## config.mk

```make
export PLATFORM = sky130hd
export DESIGN_NAME = kway_heap_merge
export DESIGN_NICKNAME = d
export VERILOG_FILES = /design/src/kwm_pkg.sv /design/src/kwm_heap_ram.sv /design/src/kwm_cfg.sv /design/src/kwm_ctrl.sv /design/src/kway_heap_merge.sv
export SDC_FILE = /design/constraint.sdc
export NUM_CORES = 1
export LEC_CHECK = 0
export BUFFER_PORTS_ARGS = -buffer_cell sky130_fd_sc_hd__buf_4
export CAP_MARGIN = 20
export CORE_MARGIN = 10
export CORE_UTILIZATION = 35
export CTS_CLUSTER_SIZE = 20
export DETAILED_ROUTE_END_ITERATION = 7
export GPL_TIMING_DRIVEN = 0
export PLACE_DENSITY = 0.55
export SETUP_SLACK_MARGIN = 0.2
export SKIP_LAST_GASP = 1
export SLEW_MARGIN = 20
export SYNTH_ARGS = -nofsm -noshare
export SYNTH_HDL_FRONTEND = slang
export SYNTH_SLANG_ARGS = --single-unit
```

## constraint.sdc

```tcl
create_clock -name clk -period 8.24 [get_ports clk]
set_input_delay 0.824 -clock clk [delete_from_list [all_inputs] [get_ports clk]]
set_output_delay 0.824 -clock clk [all_outputs]
set_load 0.01 [all_outputs]
```

## src/kwm_pkg.sv

```systemverilog
`timescale 1ns / 1ps

package kwm_pkg;

  localparam int LANES   = 8;
  localparam int IDX_W   = $clog2(LANES);
  localparam int CNT_W   = $clog2(LANES + 1);
  localparam int CHILD_W = IDX_W + 2;
  localparam int LANE_W  = 3;
  localparam int KEY_W   = 32;
  localparam int CFG_W   = 4;
  localparam int PADDR_W = 3;
  localparam int PDATA_W = 32;

  localparam logic [CFG_W-1:0] ACTIVE_RESET = CFG_W'(8);

  // Register index taken from the word address.
  localparam logic REG_ACTIVE_LANES = 1'b0;

  localparam logic MODE_PUSH = 1'b0;
  localparam logic MODE_END  = 1'b1;

  typedef struct packed {
    logic                    mode;
    logic [LANE_W-1:0]       lane;
    logic signed [KEY_W-1:0] value;
  } in_item_t;

  typedef struct packed {
    logic signed [KEY_W-1:0] key;
    logic [LANE_W-1:0]       source_lane;
    logic                    done_res;
  } out_item_t;

  typedef struct packed {
    logic signed [KEY_W-1:0] key;
    logic [LANE_W-1:0]       lane;
  } heap_entry_t;

  typedef struct packed {
    logic              we;
    logic [IDX_W-1:0]  waddr;
    heap_entry_t       wdata;
    logic [IDX_W-1:0]  raddr_a;
    logic [IDX_W-1:0]  raddr_b;
  } ram_req_t;

  typedef struct packed {
    logic             restart;
    logic [LANES-1:0] active_mask;
  } cfg_ctl_t;

  typedef struct packed {
    logic [CNT_W-1:0] count;
    logic [LANES-1:0] awaiting;
  } status_t;

  // Smaller key first; equal keys are ordered by lane.
  function automatic logic ranks_before(heap_entry_t a, heap_entry_t b);
    logic res;
    if (a.key != b.key) begin
      res = (a.key < b.key);
    end else begin
      res = (a.lane < b.lane);
    end
    return res;
  endfunction

endpackage

```

## src/kwm_heap_ram.sv

```systemverilog
`timescale 1ns / 1ps

module kwm_heap_ram (
  input  logic                clk,
  input  kwm_pkg::ram_req_t    req,
  output kwm_pkg::heap_entry_t rd_a,
  output kwm_pkg::heap_entry_t rd_b
);
  import kwm_pkg::*;

  heap_entry_t mem [LANES];
  heap_entry_t rd_a_r;
  heap_entry_t rd_b_r;

  // A read of the entry written in the same cycle returns the new data.
  always_ff @(posedge clk) begin
    if (req.we) begin
      mem[req.waddr] <= req.wdata;
    end
    rd_a_r <= (req.we && (req.waddr == req.raddr_a)) ? req.wdata : mem[req.raddr_a];
    rd_b_r <= (req.we && (req.waddr == req.raddr_b)) ? req.wdata : mem[req.raddr_b];
  end

  assign rd_a = rd_a_r;
  assign rd_b = rd_b_r;

endmodule

```

## src/kwm_cfg.sv

```systemverilog
`timescale 1ns / 1ps

module kwm_cfg (
  input  logic                          clk,
  input  logic                          rst_n,
  input  logic                          psel,
  input  logic                          penable,
  input  logic                          pwrite,
  input  logic [kwm_pkg::PADDR_W-1:0]   paddr,
  input  logic [kwm_pkg::PDATA_W-1:0]   pwdata,
  output logic [kwm_pkg::PDATA_W-1:0]   prdata,
  output logic                          pready,
  output kwm_pkg::cfg_ctl_t             cfg
);
  import kwm_pkg::*;

  logic [CFG_W-1:0] active_r;
  logic [CFG_W-1:0] active_nxt;
  logic             wr_hit;
  logic [CNT_W-1:0] lanes_n;

  assign wr_hit = psel && penable && pwrite && (paddr[PADDR_W-1] == REG_ACTIVE_LANES);

  always_comb begin
    active_nxt = active_r;
    if (wr_hit) begin
      active_nxt = pwdata[CFG_W-1:0];
    end
  end

  always_ff @(posedge clk) begin
    if (!rst_n) begin
      active_r <= ACTIVE_RESET;
    end else begin
      active_r <= active_nxt;
    end
  end

  // Zero lanes acts as one lane, and counts past the lane total saturate.
  always_comb begin
    if (active_r == '0) begin
      lanes_n = CNT_W'(1);
    end else if (32'(active_r) > LANES) begin
      lanes_n = CNT_W'(LANES);
    end else begin
      lanes_n = CNT_W'(active_r);
    end
  end

  always_comb begin
    for (int j = 0; j < LANES; j++) begin
      cfg.active_mask[j] = (32'(j) < 32'(lanes_n));
    end
    cfg.restart = wr_hit;
  end

  assign prdata = (paddr[PADDR_W-1] == REG_ACTIVE_LANES) ? PDATA_W'(active_r) : '0;
  assign pready = 1'b1;

endmodule

```

## src/kwm_ctrl.sv

```systemverilog
`timescale 1ns / 1ps

module kwm_ctrl (
  input  logic                 clk,
  input  logic                 rst_n,
  input  kwm_pkg::cfg_ctl_t    cfg,
  input  logic                 start,
  input  kwm_pkg::in_item_t    in_data,
  output logic                 busy,
  output logic                 out_strobe,
  output kwm_pkg::out_item_t   out_data,
  output kwm_pkg::ram_req_t    ram_req,
  input  kwm_pkg::heap_entry_t rd_a,
  input  kwm_pkg::heap_entry_t rd_b,
  output kwm_pkg::status_t     status
);
  import kwm_pkg::*;

  typedef enum logic [2:0] {
    S_IDLE,
    S_UP,
    S_PLACE,
    S_POP,
    S_DOWN
  } state_t;

  state_t           state_r,      state_nxt;
  logic [CNT_W-1:0] count_r,      count_nxt;
  logic [LANES-1:0] awaiting_r,   awaiting_nxt;
  logic             pop_pend_r,   pop_pend_nxt;
  logic [IDX_W-1:0] idx_r,        idx_nxt;
  heap_entry_t      item_r,       item_nxt;
  logic             out_strobe_r, out_strobe_nxt;
  out_item_t        out_data_r,   out_data_nxt;

  logic [LANES-1:0]   lane_onehot;
  logic [LANES-1:0]   await_left;
  logic               hit;
  logic               pop_due;
  logic [IDX_W-1:0]   parent_of_count;
  logic [IDX_W-1:0]   parent_idx;
  logic [CHILD_W-1:0] child_l;
  logic [CHILD_W-1:0] child_r;
  logic               l_ok;
  logic               r_ok;
  logic               take_l;
  logic               take_r;
  heap_entry_t        best;
  logic [IDX_W-1:0]   m_idx;

  assign lane_onehot     = LANES'(1) << in_data.lane;
  assign await_left      = awaiting_r & ~lane_onehot;
  assign hit             = |(lane_onehot & awaiting_r & cfg.active_mask);
  assign pop_due         = ((await_left & cfg.active_mask) == '0);
  assign parent_of_count = IDX_W'((count_r - CNT_W'(1)) >> 1);
  assign parent_idx      = (idx_r - IDX_W'(1)) >> 1;
  assign child_l         = (CHILD_W'(idx_r) << 1) + CHILD_W'(1);
  assign child_r         = child_l + CHILD_W'(1);
  assign l_ok            = child_l < CHILD_W'(count_r);
  assign r_ok            = child_r < CHILD_W'(count_r);

  // Pick the smallest of the sinking item and its children.
  always_comb begin
    take_l = 1'b0;
    take_r = 1'b0;
    best   = item_r;
    if (l_ok && ranks_before(rd_a, item_r)) begin
      take_l = 1'b1;
      best   = rd_a;
    end
    if (r_ok && ranks_before(rd_b, best)) begin
      take_l = 1'b0;
      take_r = 1'b1;
      best   = rd_b;
    end
    m_idx = take_r ? IDX_W'(child_r) : IDX_W'(child_l);
  end

  always_comb begin
    state_nxt      = state_r;
    count_nxt      = count_r;
    awaiting_nxt   = awaiting_r;
    pop_pend_nxt   = pop_pend_r;
    idx_nxt        = idx_r;
    item_nxt       = item_r;
    out_strobe_nxt = 1'b0;
    out_data_nxt   = out_data_r;
    ram_req        = '0;

    unique case (state_r)
      S_IDLE: begin
        if (start && hit) begin
          awaiting_nxt = await_left;
          pop_pend_nxt = pop_due;
          if (in_data.mode == MODE_PUSH) begin
            item_nxt  = '{key: in_data.value, lane: in_data.lane};
            idx_nxt   = IDX_W'(count_r);
            count_nxt = count_r + CNT_W'(1);
            if (count_r == '0) begin
              ram_req.we    = 1'b1;
              ram_req.waddr = '0;
              ram_req.wdata = '{key: in_data.value, lane: in_data.lane};
              if (pop_due) begin
                state_nxt = S_POP;
              end
            end else begin
              ram_req.raddr_a = parent_of_count;
              state_nxt       = S_UP;
            end
          end else if (pop_due) begin
            if (count_r != '0) begin
              ram_req.raddr_a = '0;
              ram_req.raddr_b = IDX_W'(count_r - CNT_W'(1));
              state_nxt       = S_POP;
            end else begin
              // Every lane is exhausted and the heap is empty: end marker.
              out_strobe_nxt = 1'b1;
              out_data_nxt   = '{key: '0, source_lane: '0, done_res: 1'b1};
            end
          end
        end
      end

      S_UP: begin
        ram_req.we = 1'b1;
        if (ranks_before(item_r, rd_a)) begin
          ram_req.waddr = idx_r;
          ram_req.wdata = rd_a;
          idx_nxt       = parent_idx;
          if (parent_idx == '0) begin
            state_nxt = S_PLACE;
          end else begin
            ram_req.raddr_a = (parent_idx - IDX_W'(1)) >> 1;
          end
        end else begin
          ram_req.waddr = idx_r;
          ram_req.wdata = item_r;
          if (pop_pend_r) begin
            ram_req.raddr_a = '0;
            ram_req.raddr_b = IDX_W'(count_r - CNT_W'(1));
            state_nxt       = S_POP;
          end else begin
            state_nxt = S_IDLE;
          end
        end
      end

      S_PLACE: begin
        ram_req.we    = 1'b1;
        ram_req.waddr = idx_r;
        ram_req.wdata = item_r;
        if (pop_pend_r) begin
          ram_req.raddr_a = '0;
          ram_req.raddr_b = IDX_W'(count_r - CNT_W'(1));
          state_nxt       = S_POP;
        end else begin
          state_nxt = S_IDLE;
        end
      end

      S_POP: begin
        out_strobe_nxt  = 1'b1;
        out_data_nxt    = '{key: rd_a.key, source_lane: rd_a.lane, done_res: 1'b0};
        awaiting_nxt    = awaiting_r | (LANES'(1) << rd_a.lane);
        count_nxt       = count_r - CNT_W'(1);
        item_nxt        = rd_b;
        idx_nxt         = '0;
        ram_req.raddr_a = IDX_W'(1);
        ram_req.raddr_b = IDX_W'(2);
        state_nxt       = S_DOWN;
      end

      S_DOWN: begin
        ram_req.we    = 1'b1;
        ram_req.waddr = idx_r;
        ram_req.wdata = best;
        if (take_l || take_r) begin
          idx_nxt         = m_idx;
          ram_req.raddr_a = IDX_W'((CHILD_W'(m_idx) << 1) + CHILD_W'(1));
          ram_req.raddr_b = IDX_W'((CHILD_W'(m_idx) << 1) + CHILD_W'(2));
        end else begin
          state_nxt = S_IDLE;
        end
      end

      default: begin
        state_nxt = S_IDLE;
      end
    endcase

    if (cfg.restart) begin
      state_nxt    = S_IDLE;
      count_nxt    = '0;
      awaiting_nxt = '1;
      pop_pend_nxt = 1'b0;
    end
  end

  always_ff @(posedge clk) begin
    if (!rst_n) begin
      state_r      <= S_IDLE;
      count_r      <= '0;
      awaiting_r   <= '1;
      pop_pend_r   <= 1'b0;
      out_strobe_r <= 1'b0;
    end else begin
      state_r      <= state_nxt;
      count_r      <= count_nxt;
      awaiting_r   <= awaiting_nxt;
      pop_pend_r   <= pop_pend_nxt;
      out_strobe_r <= out_strobe_nxt;
    end
    idx_r      <= idx_nxt;
    item_r     <= item_nxt;
    out_data_r <= out_data_nxt;
  end

  assign busy            = (state_r != S_IDLE);
  assign out_strobe      = out_strobe_r;
  assign out_data        = out_data_r;
  assign status.count    = count_r;
  assign status.awaiting = awaiting_r;

endmodule

```

## src/kway_heap_merge.sv

```systemverilog
`timescale 1ns / 1ps
// A request that completes a round pops the root (S_POP) after any sift up (S_UP, S_PLACE);
// busy stays high through the sift down (S_DOWN) and no request is taken; the heap memory's
// single write port serializes the sift, one tree level per cycle, up to three levels
// for an insert and a pop. The receiver cannot stall; each result is held for one cycle
// under out_strobe. Reset (synchronous, rst_n low) and any write of active_lanes empty the
// heap and make every lane await a request; reset sets active_lanes to 8.

module kway_heap_merge (
  input  logic                          clk,
  input  logic                          rst_n,
  input  logic                          start,
  input  kwm_pkg::in_item_t             in_data,
  output logic                          busy,
  output logic                          out_strobe,
  output kwm_pkg::out_item_t            out_data,
  input  logic                          psel,
  input  logic                          penable,
  input  logic                          pwrite,
  input  logic [kwm_pkg::PADDR_W-1:0]   paddr,
  input  logic [kwm_pkg::PDATA_W-1:0]   pwdata,
  output logic [kwm_pkg::PDATA_W-1:0]   prdata,
  output logic                          pready
);
  import kwm_pkg::*;

  cfg_ctl_t    cfg;
  ram_req_t    ram_req;
  heap_entry_t rd_a;
  heap_entry_t rd_b;
  status_t     status;

  kwm_cfg u_cfg (
    .clk     (clk),
    .rst_n   (rst_n),
    .psel    (psel),
    .penable (penable),
    .pwrite  (pwrite),
    .paddr   (paddr),
    .pwdata  (pwdata),
    .prdata  (prdata),
    .pready  (pready),
    .cfg     (cfg)
  );

  kwm_heap_ram u_ram (
    .clk  (clk),
    .req  (ram_req),
    .rd_a (rd_a),
    .rd_b (rd_b)
  );

  kwm_ctrl u_ctrl (
    .clk        (clk),
    .rst_n      (rst_n),
    .cfg        (cfg),
    .start      (start),
    .in_data    (in_data),
    .busy       (busy),
    .out_strobe (out_strobe),
    .out_data   (out_data),
    .ram_req    (ram_req),
    .rd_a       (rd_a),
    .rd_b       (rd_b),
    .status     (status)
  );

  // Each lane holds at most one key, so the heap never overfills.
  a_count_bound: assert property (@(posedge clk) disable iff (!rst_n)
    32'(status.count) <= LANES)
    else $error("heap count exceeds lane total");

  // A popped lane must be waiting for its refill.
  a_pop_awaits: assert property (@(posedge clk) disable iff (!rst_n)
    (out_strobe && !out_data.done_res) |-> status.awaiting[out_data.source_lane])
    else $error("popped lane not marked as awaiting");

  // The end marker only follows an emptied heap.
  a_done_empty: assert property (@(posedge clk) disable iff (!rst_n)
    (out_strobe && out_data.done_res) |-> (status.count == '0))
    else $error("end marker with keys left in heap");

  // A pop always runs through the sift down (S_DOWN) before the next result.
  a_strobe_gap: assert property (@(posedge clk) disable iff (!rst_n)
    out_strobe |=> !out_strobe)
    else $error("results on consecutive cycles");

endmodule
```

==> results.yml <==
placed_design:
  gp_congestion: 0.8841
  placed_area_um2: 22910
  dp_cells: 2440
  place_ws_ps: -2749
  numPortBuffers: 86
  dp_hpwl_um: 46480
grt:
  grt_max_degree: 21
  met1_usage_pct: 24.73
  grt_pass1_wl_um: 97370
  grt_pass1_vias: 14779
  antenna_found_initial: 1
  top_usage_layer: "met2"
  grt_overflow: 0
  grt_use_met3_pct: 4.204
  grtUsageTotal_pct: 18.56
  grtUsageMet2_pct: 29.83
timing:
  finalSetupViolCount: 0
  clock_skew_ps: 32.67
  relSlewSlack_pct: 24.50
  timing.final.ws_setup_ps: 406.3
  fmax_mhz: 127.7
  hold_violations: 0
  min_period_ps: 7834
  fin_tns_setup_ps: 0
  slew_viol_final: 0
  rsz0062_at_grt: "no"
  period_share_pct: 95.07
  worstMarginPinSlew_ps: 1133
clock_tree:
  clkTransAtPathRegs_ps: 60
  cts_buffer_depth: 3
  cts_tree: "done"
  hold_buffers: 0
  root_buffer: "clkbuf_16"
  cts.htree.levels: 2
  clock_sinks: 381
  insertion_delay_ps: 600
  cts_made_buffers: 44
routing:
  vias: 14486
  first_iter_violations: 1314
  drc: 0
  finalWirelength_um: 66170
  ant_nets: 0
  vias_per_cell: 5.737
  routedWlPerCell_um: 26.21
  first_pass_iters: 5
yosys:
  synth_edf_count: 354
  ys_warn_count: 0
  netlist_area_um2: 20630
  synth-xor-area-share_pct: 0.3820
  muxShareOfSynthArea_pct: 19.09
  synth_compound_area_share_pct: 9.138
  synth_fa_ha_area_share_pct: 4.839
  avgSynthCellArea_um2: 13.40
  ys_seq_area_share_pct: 54.14
  synthSimpleGateAreaFrac_pct: 7.356
  synthCells: 1540
  yosys_register_bits: 381
  yosysTopAreaCellShare_pct: 51.52
  yosys.area.top_type: "edfxtp_1"
  synth_flop_cell: "edfxtp_1"
  yosysUniqueCellTypes: 72
  ys_async_sr_fraction_pct: 0
  synth_top_family_by_area: "multiplexers"
  netlist_top_cells_area: "edfxtp_1 (52%), mux4_2 (15%), ha_1 (4.8%)"
worst_setup_path:
  worst_setup_path_end_kind: "flop"
  cp_max_fo: 10
  max_stage_delay_ps: 560
  cpMostUsedCell: "buf_8"
  crit_path_start_kind: "flop"
  criticalPathCategory: "flop to flop"
  required_ps: 8500
  crit_arrival_ps: 8090
  slowest_stage: "mux4_2"
die:
  core_area_um2: 58030
  boundaryPins: 148
  dieWidth_um: 262.8
  core.rowCount: 88
  fp.dieArea_um2: 69060
  die_y_um: 262.8
  initial_utilization_pct: 35.56
power_and_ir_drop:
  vdd_drop_max_v: 0.0001643
  power_w: 0.008210
  p_leak_nw: 8.737
  p_per_area_nw_per_um2: 325.7
run:
  drv_cap: 0
layout:
  area_growth_pct: 22.16
  drive_above_1_share_pct: 26.99
  finalNetCount: 1888
  final_area_um2: 25210
  final_cells: 2525
  nFillCells: 5218
  antenna_cells: 0
run_status:
  status: "complete, no violations"
hold_path:
  hold_path.class: "input port to flop"
  hp-start: "rst_n"
==> placed cells by master, fill, tap and decap left out, drive strengths merged, types with 8 or more instances in the layout <==
cell	Yosys	layout
clkbuf	63	122
a221oi	36	36
mux4	140	140
nor2b	16	16
or2	8	8
o221ai	35	35
edfxtp	354	354
dfxtp	27	27
mux2i	74	74
o21ai	102	102
ha	79	79
conb	2	29
nor3	14	14
o211ai	9	9
nand2	115	115
inv	118	120
a21o	9	9
a21oi	42	42
buf	55	171
clkinv	1	13
nor2	108	108
nand3	18	18
nand4	13	13
==> area by class of cell <==
cell class                 instances  area, µm²  area share, %
buffer                           118      747.0          2.963
clock buffer                      58       1185          4.701
clock inverter                    16      127.6         0.5063
inverter                         119      446.7          1.772
multi-input combinational        949       9340          37.05
sequential                       381      11170          44.32
tap                              765      957.2          3.797
timing repair buffer             119       1232          4.889
==> synthesized netlist by cell type (3+ instances only) <==
cell / number
clkbuf_1: 63
nor2_1: 107
dfxtp_1: 27
nor4_1: 6
a221oi_1: 36
and3_1: 5
o221ai_1: 35
a32oi_1: 3
o21a_1: 3
inv_1: 118
mux2i_1: 74
a211oi_1: 7
or2_2: 7
buf_1: 11
nand2_1: 115
mux4_2: 140
o22ai_1: 4
nand3_1: 17
edfxtp_1: 354
a21o_1: 9
o21ai_0: 99
nor3_1: 13
xor2_1: 3
xnor2_1: 6
buf_4: 29
ha_1: 79
buf_2: 12
mux2_2: 4
nand2b_1: 7
a31oi_1: 6
or3_1: 6
nand4_1: 13
a21oi_1: 42
and2_1: 5
nor2b_1: 16
o211ai_1: 9
buf_6: 3
==> per-stage QoR <==
stage / utilization (%) / hold slack [ps]
floorplan: - / 474.5
detailed placement: 39.49 / 520.6
finish: 43.44 / 446.8
global placement: 38.50 / 506.5
CTS: 42.53 / 426.3
global route: 43.44 / 442.0
==> critical path: cells and delay by family, from the launching register on <==
kind            cells  cell delay (ps)
compound gates      7             1450
buf+inv             8             1710
fa+ha+maj           2              540
simple gates        9             2660
mux                 2              780
flops               1              310
==> worst paths after layout <==
check	endpoint	slack [ps]	cells after the start
worst max-delay path	u_ctrl.idx_r[2]	410	28
worst min-delay path	u_cfg.active_r[3]	450	2
worst max register to register	u_ctrl.idx_r[2]	410	28
worst min register to register	u_ctrl.pop_pend_r	530	2
==> cell families after synthesis <==
group	count (synthesis)
AO/OA/AOI/OAI	282
XOR/XNOR	9
adder cells (fa/ha/maj)	80
buffers and inverters	237
flip-flops	381
multiplexers	218
other	2
AND/OR/NAND/NOR	331
==> layer usage <==
metal  share of wire [%]  wire length [µm]
met1                  42             27850
met2                  47             31080
met3                 8.2              5459
met4                 2.7              1763
met5               0.020                13
==> where the power goes <==
part | switching (W) | total [W] | internal, W | leakage (nW)
sequential | 0.000110 | 0.00276 | 0.00265 | 3.45
clock | 0.000795 | 0.00184 | 0.00104 | 0.636
combinational | 0.00227 | 0.00361 | 0.00134 | 4.65
==> what timing repair did <==
item / 4_1_cts / 5_1_grt
pin swaps: 4 / 5
setup buffers: 5 / 6
setup endpoints to repair: 292 / 286
gates resized for setup: 97 / 68
==> flip-flops by register name (all words and copies together), names as in the netlist, named ones only <==
register and flops:
u_ctrl.out_strobe 1, u_cfg.active_r 4, u_ram.mem 280, u_ctrl.idx_r 3
u_ctrl.awaiting_r 8, u_ctrl.count_r 4, u_ctrl.item_r 35, u_ctrl.out_data 36
u_ctrl.pop_pend_r 1, u_ctrl.state_r 3
Note: power is estimated with default switching activity, not from simulation.
